**src/rtl/core/fbde_pkg.sv**
```systemverilog
`timescale 1ns / 1ps
// ----------------------------------------------------------------------------
// fbde_pkg
// Shared types and constants of the page frame buffer draw engine.
// ----------------------------------------------------------------------------
package fbde_pkg;

	// command codes
	localparam logic [2:0] OP_CLEAR = 3'd0;
	localparam logic [2:0] OP_PIXEL = 3'd1;
	localparam logic [2:0] OP_RECT  = 3'd2;
	localparam logic [2:0] OP_BLIT  = 3'd3;
	localparam logic [2:0] OP_READ  = 3'd4;

	// configuration register indexes
	localparam logic [1:0] REG_IMAGE_WIDTH  = 2'd0;
	localparam logic [1:0] REG_IMAGE_HEIGHT = 2'd1;
	localparam logic [1:0] REG_IMAGE_LEFT   = 2'd2;
	localparam logic [1:0] REG_IMAGE_TOP    = 2'd3;

	// bitmap size limits, also the register reset values
	localparam logic [7:0] MAX_IMG_W = 8'd128;
	localparam logic [6:0] MAX_IMG_H = 7'd64;

	typedef struct packed {
		logic [2:0] op;
		logic [7:0] pos_x;
		logic [7:0] pos_y;
		logic [7:0] end_x;
		logic [7:0] end_y;
		logic [7:0] bitmap_byte;
		logic [9:0] read_index;
	} cmd_t;

	typedef struct packed {
		logic [7:0] read_data;
		logic       image_done;
	} rsp_t;

	typedef struct packed {
		logic [7:0] image_width;
		logic [6:0] image_height;
		logic [7:0] image_left;
		logic [7:0] image_top;
	} cfg_t;

endpackage

```
**src/rtl/core/fbde_engine.sv**
```systemverilog
`timescale 1ns / 1ps
// ----------------------------------------------------------------------------
// fbde_engine
// Command sequencer around one shared pixel address / mask unit that drives
// read-modify-write cycles on the frame store. Also keeps the bitmap cursor.
// ----------------------------------------------------------------------------
module fbde_engine #(
	parameter int SCREEN_WIDTH  = 128,
	parameter int SCREEN_HEIGHT = 64,
	parameter int STORE_BYTES   = 1024,
	parameter int AW            = 10
) (
	input  logic             clk,
	input  logic             arst_n,
	input  logic             start,
	input  fbde_pkg::cmd_t   cmd,
	input  fbde_pkg::cfg_t   cfg,
	input  logic             cfg_we,
	output logic             ready,
	output logic             fin,
	input  logic             fin_ack,
	output fbde_pkg::rsp_t   rsp,
	output logic             rd_en,
	output logic [AW-1:0]    rd_addr,
	input  logic [7:0]       rd_data,
	output logic             wr_en,
	output logic [AW-1:0]    wr_addr,
	output logic [7:0]       wr_data
);

	localparam int SWW = $clog2(SCREEN_WIDTH + 1);
	localparam int IDXW = SWW + 6;
	localparam logic [4:0] LAST_PAGE = 5'((SCREEN_HEIGHT - 1) / 8);
	localparam logic [7:0] LAST_COL = 8'(SCREEN_WIDTH - 1);
	localparam logic [AW-1:0] LAST_ADDR = AW'(STORE_BYTES - 1);

	localparam logic [3:0] S_CLEAR   = 4'd0;
	localparam logic [3:0] S_IDLE    = 4'd1;
	localparam logic [3:0] S_RECT    = 4'd2;
	localparam logic [3:0] S_RECT_WR = 4'd3;
	localparam logic [3:0] S_BIT     = 4'd4;
	localparam logic [3:0] S_BIT_WR  = 4'd5;
	localparam logic [3:0] S_READ    = 4'd6;
	localparam logic [3:0] S_RDATA   = 4'd7;
	localparam logic [3:0] S_FINISH  = 4'd8;

	// control
	logic [3:0]    state_q;
	logic [AW-1:0] clr_q;
	logic          clr_rsp_q;
	logic [3:0]    blit_col_q;
	logic [5:0]    blit_row_q;
	logic [7:0]    cur_x_q;
	logic [4:0]    page_q;
	logic [2:0]    bit_q;

	// payload
	fbde_pkg::rsp_t rsp_q;
	logic [7:0]    col_end_q;
	logic [4:0]    page_start_q;
	logic [4:0]    page_end_q;
	logic [4:0]    ey_page_q;
	logic [2:0]    py_lo_q;
	logic [2:0]    ey_lo_q;
	logic [7:0]    bits_q;
	logic [7:0]    base_x_q;
	logic [6:0]    col_base_q;
	logic [7:0]    w_q;
	logic [7:0]    row_y_q;
	logic          draw_row_q;
	logic [AW-1:0] ridx_q;
	logic          rd_ok_q;
	logic [AW-1:0] wa_q;
	logic [7:0]    mask_q;

	// bitmap cursor math for the command being accepted
	logic [7:0] w_clip;
	logic [6:0] h_clip;
	logic [4:0] per_row;
	logic [6:0] rows;
	logic [3:0] col_cur;
	logic [5:0] row_cur;
	logic [4:0] col_inc;
	logic [6:0] row_inc;
	logic [3:0] col_nx;
	logic [5:0] row_nx;
	logic       blit_done;

	always_comb begin
		w_clip = (cfg.image_width > fbde_pkg::MAX_IMG_W) ? fbde_pkg::MAX_IMG_W
			: cfg.image_width;
		h_clip = (cfg.image_height > fbde_pkg::MAX_IMG_H) ? fbde_pkg::MAX_IMG_H
			: cfg.image_height;
		per_row = 5'((9'(w_clip) + 9'd7) >> 3);
		if (per_row == 5'd0) begin
			per_row = 5'd1;
		end
		rows = (h_clip == 7'd0) ? 7'd1 : h_clip;
		col_cur = ({1'b0, blit_col_q} >= per_row) ? 4'd0 : blit_col_q;
		row_cur = ({1'b0, blit_row_q} >= rows) ? 6'd0 : blit_row_q;
		col_inc = {1'b0, col_cur} + 5'd1;
		row_inc = {1'b0, row_cur} + 7'd1;
		blit_done = 1'b0;
		col_nx = col_inc[3:0];
		row_nx = row_cur;
		if (col_inc >= per_row) begin
			col_nx = 4'd0;
			if (row_inc >= rows) begin
				row_nx = 6'd0;
				blit_done = 1'b1;
			end else begin
				row_nx = row_inc[5:0];
			end
		end
	end

	// rectangle setup; a single pixel is a one-by-one rectangle
	logic [7:0] rx_end;
	logic [7:0] ry_end;
	logic       rect_empty;
	logic [7:0] rect_col_end;
	logic [4:0] rect_page_end;

	always_comb begin
		rx_end = (cmd.op == fbde_pkg::OP_PIXEL) ? cmd.pos_x : cmd.end_x;
		ry_end = (cmd.op == fbde_pkg::OP_PIXEL) ? cmd.pos_y : cmd.end_y;
		rect_empty = (rx_end < cmd.pos_x) || (ry_end < cmd.pos_y)
			|| (9'(cmd.pos_x) >= 9'(SCREEN_WIDTH))
			|| (9'(cmd.pos_y) >= 9'(SCREEN_HEIGHT));
		rect_col_end = (9'(rx_end) < 9'(SCREEN_WIDTH)) ? rx_end : LAST_COL;
		rect_page_end = (ry_end[7:3] > LAST_PAGE) ? LAST_PAGE : ry_end[7:3];
	end

	// shared address / mask unit
	logic            in_bit;
	logic [7:0]      x_sel;
	logic [7:0]      y_sel;
	logic [2:0]      lo;
	logic [2:0]      hi;
	logic [7:0]      mask;
	logic [IDXW-1:0] idx;
	logic            hit;
	logic            bit_en;
	logic            go_rmw;

	always_comb begin
		in_bit = (state_q == S_BIT);
		x_sel = in_bit ? (base_x_q + {5'd0, bit_q}) : cur_x_q;
		y_sel = in_bit ? row_y_q : {page_q, 3'd0};
		if (in_bit) begin
			lo = row_y_q[2:0];
			hi = row_y_q[2:0];
		end else begin
			lo = (page_q == page_start_q) ? py_lo_q : 3'd0;
			hi = (page_q == ey_page_q) ? ey_lo_q : 3'd7;
		end
		for (int b = 0; b < 8; b++) begin
			mask[b] = (3'(b) >= lo) && (3'(b) <= hi)
				&& ({1'b0, y_sel[7:3], 3'(b)} < 9'(SCREEN_HEIGHT));
		end
		idx = IDXW'(y_sel[7:3]) * IDXW'(SCREEN_WIDTH) + IDXW'(x_sel);
		hit = (mask != 8'd0) && (9'(x_sel) < 9'(SCREEN_WIDTH))
			&& (32'(idx) < 32'(STORE_BYTES));
		bit_en = draw_row_q && bits_q[bit_q]
			&& ({1'b0, col_base_q + {4'd0, bit_q}} < w_q);
		go_rmw = hit && (state_q == S_RECT || (in_bit && bit_en));
	end

	logic rect_last_page;
	logic rect_last;
	assign rect_last_page = (page_q == page_end_q);
	assign rect_last = rect_last_page && (cur_x_q == col_end_q);

	// store ports
	always_comb begin
		rd_en = go_rmw || (state_q == S_READ);
		rd_addr = (state_q == S_READ) ? ridx_q : AW'(idx);
		wr_en = (state_q == S_CLEAR) || (state_q == S_RECT_WR) || (state_q == S_BIT_WR);
		wr_addr = (state_q == S_CLEAR) ? clr_q : wa_q;
		wr_data = (state_q == S_CLEAR) ? 8'd0 : (rd_data | mask_q);
	end

	assign ready = (state_q == S_IDLE);
	assign fin = (state_q == S_FINISH);
	assign rsp = rsp_q;

	// sequencer
	always_ff @(posedge clk or negedge arst_n) begin
		if (!arst_n) begin
			state_q <= S_CLEAR;
			clr_q <= '0;
			clr_rsp_q <= 1'b0;
			blit_col_q <= 4'd0;
			blit_row_q <= 6'd0;
			cur_x_q <= 8'd0;
			page_q <= 5'd0;
			bit_q <= 3'd0;
		end else begin
			if (cfg_we) begin
				blit_col_q <= 4'd0;
				blit_row_q <= 6'd0;
			end else if (start && cmd.op == fbde_pkg::OP_BLIT) begin
				blit_col_q <= col_nx;
				blit_row_q <= row_nx;
			end
			case (state_q)
				S_CLEAR: begin
					if (clr_q == LAST_ADDR) begin
						clr_q <= '0;
						state_q <= clr_rsp_q ? S_FINISH : S_IDLE;
					end else begin
						clr_q <= clr_q + AW'(1);
					end
				end
				S_IDLE: begin
					if (start) begin
						case (cmd.op)
							fbde_pkg::OP_CLEAR: begin
								clr_rsp_q <= 1'b1;
								state_q <= S_CLEAR;
							end
							fbde_pkg::OP_PIXEL, fbde_pkg::OP_RECT: begin
								cur_x_q <= cmd.pos_x;
								page_q <= cmd.pos_y[7:3];
								state_q <= rect_empty ? S_FINISH : S_RECT;
							end
							fbde_pkg::OP_BLIT: begin
								bit_q <= 3'd0;
								state_q <= S_BIT;
							end
							fbde_pkg::OP_READ: state_q <= S_READ;
							default: state_q <= S_FINISH;
						endcase
					end
				end
				S_RECT, S_RECT_WR: begin
					if (state_q == S_RECT && go_rmw) begin
						state_q <= S_RECT_WR;
					end else begin
						state_q <= rect_last ? S_FINISH : S_RECT;
						if (rect_last_page) begin
							page_q <= page_start_q;
							cur_x_q <= cur_x_q + 8'd1;
						end else begin
							page_q <= page_q + 5'd1;
						end
					end
				end
				S_BIT, S_BIT_WR: begin
					if (state_q == S_BIT && go_rmw) begin
						state_q <= S_BIT_WR;
					end else begin
						bit_q <= bit_q + 3'd1;
						state_q <= (bit_q == 3'd7) ? S_FINISH : S_BIT;
					end
				end
				S_READ: state_q <= S_RDATA;
				S_RDATA: state_q <= S_FINISH;
				S_FINISH: begin
					if (fin_ack) begin
						clr_rsp_q <= 1'b0;
						state_q <= S_IDLE;
					end
				end
				default: state_q <= S_IDLE;
			endcase
		end
	end

	// working operands and the result
	always_ff @(posedge clk) begin
		if (go_rmw) begin
			wa_q <= AW'(idx);
			mask_q <= mask;
		end
		if (state_q == S_RDATA) begin
			rsp_q.read_data <= rd_ok_q ? rd_data : 8'd0;
		end
		if (state_q == S_IDLE && start) begin
			rsp_q.read_data <= 8'd0;
			rsp_q.image_done <= (cmd.op == fbde_pkg::OP_BLIT) && blit_done;
			col_end_q <= rect_col_end;
			page_start_q <= cmd.pos_y[7:3];
			page_end_q <= rect_page_end;
			ey_page_q <= ry_end[7:3];
			py_lo_q <= cmd.pos_y[2:0];
			ey_lo_q <= ry_end[2:0];
			bits_q <= cmd.bitmap_byte;
			base_x_q <= cfg.image_left + {1'b0, col_cur, 3'd0};
			col_base_q <= {col_cur, 3'd0};
			w_q <= w_clip;
			row_y_q <= cfg.image_top + {2'd0, row_cur};
			draw_row_q <= ({1'b0, row_cur} < h_clip);
			ridx_q <= AW'(cmd.read_index);
			rd_ok_q <= (32'(cmd.read_index) < 32'(STORE_BYTES));
		end
	end

endmodule

```
**config.mk**
```make
export PLATFORM = sky130hd
export DESIGN_NAME = fbde_engine
export DESIGN_NICKNAME = d
export VERILOG_FILES = /design/src/rtl/core/fbde_pkg.sv /design/src/rtl/core/fbde_engine.sv
export SDC_FILE = /design/constraint.sdc
export NUM_CORES = 1
export LEC_CHECK = 0
export BUFFER_PORTS_ARGS = -buffer_cell sky130_fd_sc_hd__buf_2
export CAP_MARGIN = 5
export CORE_UTILIZATION = 35
export DETAILED_ROUTE_END_ITERATION = 8
export GPL_ROUTABILITY_DRIVEN = 0
export PLACE_DENSITY = 0.66
export SLEW_MARGIN = 15
export SYNTH_ARGS = -nofsm -noshare
export SYNTH_HDL_FRONTEND = slang
export SYNTH_SLANG_ARGS = --single-unit
```
**constraint.sdc**
```tcl
create_clock -name clk -period 3.83 [get_ports clk]
set_input_delay 0.766 -clock clk [delete_from_list [all_inputs] [get_ports clk]]
set_output_delay 0.766 -clock clk [all_outputs]
set_load 0.05 [all_outputs]
```
# Yosys cells after proc, flatten, opt, wreduce, memory -nomap -nowiden
# Cells that the tools add are included.
# totals
ff_bits	144
in_bits	97
out_inout_bits	41
word_cells	216
# op_classes
n_addsub	12
magnitude_cmp	41
n_eq_ne	27
mux	58
bitwise	1
reduce_logical	52
# op_table
cell	n
2-to-1 mux 8 bit	10
less-than comparator 8 x 7 -> 1 bit (second input constant)	8
2-to-1 mux 4 bit	13
2-to-1 mux 10 bit	3
2-to-1 mux 6 bit	5
logical AND 1 bit	28
one-hot mux 4 bit (7 select lines)	1
2-to-1 mux 5 bit	5
2-to-1 mux 3 bit	7
== test 4 x 3 -> 1 bit (second input constant)	4
less-than comparator 8 bit	2
less-than comparator 8 bit (second input constant)	2
one-hot mux 4 bit (4 select lines)	1
one-hot mux 8 bit (2 select lines)	1
== test 5 bit	3
2-to-1 mux 7 bit	2
adder 12 x 8 -> 13 bit	1
less-than comparator 13 x 11 -> 1 bit (second input constant)	1
>= comparator 3 bit (first input constant)	4
less-or-equal comparator 3 bit (first input constant)	4
AND reduction 4 bit	3
adder 10 x 1 -> 10 bit (second input constant)	1
== test 10 bit (second input constant)	1
inequality test 2 x 1 -> 1 bit (second input constant)	5
50 further kinds	76

# Depth between registers and ports, before layout
# depth
word_depth	13
depth_mapped	21
ltp_nobuf	21

# Worst setup path before layout
# OpenSTA, ideal clock, no wires.
# synth_timing
kind	in2reg
start	input cfg[18] in the netlist's numbering
end	register blit_row_q[0]
setup_ps	68
arrival_ps	4512
required_time_ps	3762
setup_slack_ps	-750
path_stages	20
path_buffers	0
path_cell_list	nor3_1 -> a21oi_1 -> nor2_1 -> ha_1 -> nand2b_1 -> a21o_1 -> a21o_1 -> a21oi_1 -> o21ai_0 -> nand2_1 -> and2_1 -> ha_1 -> ha_1 -> a21o_1 -> a21o_1 -> a21o_1 -> a21o_1 -> a21o_1 -> a211oi_1 -> a22o_1
# synth_via
elab_chain_len	12
# synth_lines
element	line_no	rtl
from (decl)	fbde_engine.sv:17	input fbde_pkg::cfg_t cfg,
> comparator 7 bit	fbde_engine.sv:92	h_clip = (cfg.image_height > fbde_pkg::MAX_IMG_H) ? fbde_pkg::MAX_IMG_H
2-to-1 mux 7 bit *	fbde_engine.sv:92	
logical NOT 7 bit	fbde_engine.sv:98	rows = (h_clip == 7'd0) ? 7'd1 : h_clip;
2-to-1 mux 7 bit *	fbde_engine.sv:98	
>= comparator 6 x 7 -> 1 bit	fbde_engine.sv:100	row_cur = ({1'b0, blit_row_q} >= rows) ? 6'd0 : blit_row_q;
2-to-1 mux 6 bit	fbde_engine.sv:100	
adder 6 x 1 -> 7 bit	fbde_engine.sv:102	row_inc = {1'b0, row_cur} + 7'd1;
>= comparator 7 bit	fbde_engine.sv:108	if (row_inc >= rows) begin
2-to-1 mux 6 bit	fbde_engine.sv:108	
2-to-1 mux 6 bit *	fbde_engine.sv:106	if (col_inc >= per_row) begin
2-to-1 mux 6 bit *	fbde_engine.sv:202	end else if (start && cmd.op == fbde_pkg::OP_BLIT) begin
2-to-1 mux 6 bit *	fbde_engine.sv:199	if (cfg_we) begin
to (signal assigned)	fbde_engine.sv:204	blit_row_q <= row_nx;
to (decl)	fbde_engine.sv:52	logic [5:0] blit_row_q;
# Mark *: on every way between the ends. The rest lies on a longest branch, timed or not. The select of a mux whose other input is x is not followed.
# A chain may end at the register's enable or synchronous reset.

# Final worst setup path
# layout_timing
start	register bit_q[1]
end	output rd_en
# layout_via
elab_chain_len	8
word_cells_on_any_way	17
classes_between	add/sub: 3; order compare: 3; mux: 3; reduce/logical: 8
# layout_lines
element	line_no	rtl
from (decl)	fbde_engine.sv:55	logic [2:0] bit_q;
from (signal assigned)	fbde_engine.sv:253	bit_q <= bit_q + 3'd1;
parallel branches: the longest is 6 deep, another holds adder 12 x 8 -> 13 bit	n/a	
logical AND 1 bit *	fbde_engine.sv:166	go_rmw = hit && (state_q == S_RECT || (in_bit && bit_en));
logical OR 1 bit *	fbde_engine.sv:176	rd_en = go_rmw || (state_q == S_READ);
to (decl)	fbde_engine.sv:23	output logic rd_en,
# Mark *: on every way between the ends. The select of a mux whose other input is x is not followed.

==> flow_metrics.tcl <==
set metrics [dict create \
    clkPwrFrac_pct 22.2 \
    synth_top_area_cell "edfxtp_1" \
    synth_area_per_cell_um2 10.2 \
    hpwl_um 18000 \
    leakagePower_uw 0.00513 \
    synthCells 887 \
    max-cap-violations 0 \
    worstPathCellList "ha_1 > a21o_1 > a21oi_2 > or3_1 > a21oi_2 > or2_4 > ha_4 > ha_4 > nor4b_4 > o22ai_2 > nor3_2 > o21ai_2 > o21ai_4 > buf_12" \
    fillers 2346 \
    dieWidth_um 163 \
    seq_power_share_pct 31.6 \
    slew-limit-headroom_pct 29.9 \
    wl_met2_um 11200 \
    start_util_pct 35.7 \
    cts.clk_slew.worst_paths_ns 0.06 \
    wl_met3_um 1320 \
    cts_tree "yes" \
    clock_sinks 144 \
    synth_area_mm2 0.00902 \
    nNetsFinal 1275 \
    grt_overflow 0 \
    antenna_found_initial 0 \
    crit_required_ns 3.06 \
    cp_slowest_cell "dfrtp_1" \
    worstSetupPathType "reg2out" \
    skew_ns 0.00941 \
    grt_max_degree 49 \
    p_comb_share_pct 46.2 \
    violations "negative setup slack" \
    grtUsageTotal_pct 17.9 \
    clock_latency_ns 0.43 \
    crit_fanout 3 \
    synthDominantCellAreaShare_pct 31.6 \
    fmax_mhz 247 \
    antenna_cells 0 \
    finalHoldViolations 0 \
    peakVddDrop_v 0.000523 \
    sw_frac_of_total_pct 42.8 \
    yosysWarnings 0 \
    yosys_register_bits 144 \
    cts-root-buf "clkbuf_16" \
    dp_cells 1403 \
    endpoint_kind "output port" \
    vias_per_cell 5.06 \
    power.total_uw 7350 \
    tightest_slew_ns 1.05 \
    instances_no_fill 1449 \
    coreArea_mm2 0.0253 \
    period_needed_ns 4.04 \
    highest_layer "met4" \
    hold_path_class "reg2reg" \
    ys_seq_area_share_pct 44.8 \
    arrival_ns 3.28 \
    power_density_mw_per_mm2 631 \
    wl_met1_um 10200 \
    synth_cell_types 77 \
    dr.pass1.iters 7 \
    finalSetupViolCount 8 \
    fin_util_pct 46.1 \
    worst_slack_ns -0.214 \
    clock_path_buffers 2 \
    fin_crit_sh_pct 106 \
    status "complete, but fails checks" \
    syn2layout_area_growth_pct 29.2 \
    drive_above_1_share_pct 32.3 \
    dieHeight_um 163 \
    wirelength_um 23100 \
    synth_edf_count 95 \
    drtAntennaViolNets 0 \
    post-place-ws_ns -0.662 \
    ys.flop_type "edfxtp_1" \
    synthTopCellsByArea "edfxtp_1, dfrtp_1, ha_1, nand2_1, mux2_2" \
    port_buffers 137 \
    wl_per_cell_um 15.9 \
    die-area_mm2 0.0264 \
    switching_power_uw 3150 \
    grt_pass1_wl_um 36200 \
    async_flop_share_pct 28.5 \
    htreeDepth 4 \
    grt_setup_unrepaired "true" \
    critPathLaunchType "flip-flop" \
    drc 0 \
    internal_power_uw 4210 \
    row_count 58 \
    ios 138 \
    numCtsBuffers 17 \
    num_vias 7339 \
    cp_slowest_stage_delay_ns 0.38 \
    final_max_slew_viol_count 0 \
    first_iter_violations 652 \
    grt_pass1_vias 7108 \
]
==> registers in the layout (all words and copies together) (netlist names) <==
register	flops
blit_col_q	4
state_q	4
page_end_q	5
page_q	5
draw_row_q	1
ey_page_q	5
py_lo_q	3
blit_row_q	6
bit_q	3
row_y_q	8
base_x_q	8
ey_lo_q	3
rsp	9
ridx_q	10
w_q	8
wa_q	10
page_start_q	5
clr_rsp_q	1
col_base_q	4
cur_x_q	8
mask_q	8
bits_q	8
clr_q	10
col_end_q	8
==> through the flow <==
step | instance area (µm²) | TNS [ns] | hold slack, ns
final | 11600 | -0.675 | 0.453
after global routing | 11600 | -2.82 | 0.477
after CTS | 11400 | -1.10 | 0.454
after detailed placement | 10800 | -7.60 | 0.446
after global placement | 10800 | -5.82 | 0.441
after floorplan | 9170 | -3.31 | 0.459
==> final timing paths <==
path                                            from                   endpoint  cells past startpoint  slack (ns)
max                             bit_q[1]$_DFFE_PN0P_                      rd_en                     14       -0.21
max reg2reg                blit_row_q[0]$_DFFE_PN0P_  blit_row_q[3]$_DFFE_PN0P_                     19        0.25
min reg2reg                      rsp[4]$_SDFFE_PP0P_        rsp[4]$_SDFFE_PP0P_                      2        0.45
min in group asynchronous                     arst_n      page_q[1]$_DFFE_PN0P_                      1        0.52
min                              rsp[4]$_SDFFE_PP0P_        rsp[4]$_SDFFE_PP0P_                      2        0.45
max in group asynchronous                     arst_n       clr_q[1]$_DFFE_PN0P_                      1        2.65
==> critical path, delay by kind of cell, from the launching register on <==
family | cells | cell delay, ns
simple gates | 4 | 0.88
compound gates | 6 | 0.81
fa+ha+maj | 3 | 0.62
flops | 1 | 0.38
buf+inv | 1 | 0.16
==> cell families (layout without fill, tap and decap cells) <==
group	count (synthesis)	in the layout	synth area share (%)
other cells	1	3	0.0416
xor+xnor	55	55	5.34
compound gates	188	188	14.0
buf+inv	74	304	3.61
simple gates	316	316	17.2
flops	144	144	44.8
fa+ha+maj	72	72	10.2
mux	37	37	4.76
==> power groups by stage <==
stage               Clock (µW)  Sequential [µW]  Combinational [µW]
finish                    1630             2330                3390
detailed placement           0             2350                3260
global route              1710             2360                3690
CTS                       1650             2320                3340
floorplan                    0             2220                2470
global placement             0             2350                3230
==> layout by cell type (no fill, tap or decap), types with 11 or more instances in the layout <==
cell type and count:
clkbuf_16 19, a21o_1 25, nand3_1 22, nor3_1 12, dfrtp_1 41, nand2_1 114
xnor2_1 20, edfxtp_1 95, ha_1 64, nor2_1 63, xor2_1 32, o21ai_0 31
nor2b_1 15, a21oi_1 47, inv_1 38, nand2b_1 14, buf_4 89, and3_1 12
mux2_2 26, a22o_1 11, buf_2 131
==> cell usage after synthesis (all sizes together) (3+ instances only) <==
cell type  instances
a211oi             8
a21o              26
a21oi             57
a22o              11
a31o               3
a31oi              4
a32o               6
and2              10
and3              12
buf               11
clkbuf            22
dfrtp             41
dfxtp              8
edfxtp            95
fa                 3
ha                69
inv               40
mux2              27
mux2i              8
nand2            118
nand2b            17
nand3             22
nand4              6
nor2              65
nor2b             17
nor3              16
nor3b              3
nor4               5
o211ai             5
o21a               4
o21ai             39
o21bai             3
o22ai              3
o31ai              3
or2                7
or3                7
xnor2             22
xor2              33
==> cell type report <==
type                    instances  area (µm²)  area share [%]
well taps                     330         413            3.55
clock buffers                  21         483            4.15
clock inverters                11         103           0.881
inverters                      41         156            1.34
repair buffers                231        1490            12.8
multi-input cells             671        4960            42.6
flip-flops and latches        144        4040            34.7
==> timing repair <==
action,4_1_cts,5_1_grt
hold buffers,0,0
pin swaps,26,43
setup buffers,10,6
endpoints found under the setup margin,12,15
gates resized for setup,7,32
==> layer usage <==
layer	vias to the layer above	track usage [%]
li1	3635	-
met1	3473	22.6
met2	206	30.0
met3	25	4.10
met4	0	6.17
met5	-	0
(Power assumes the default switching activity.)
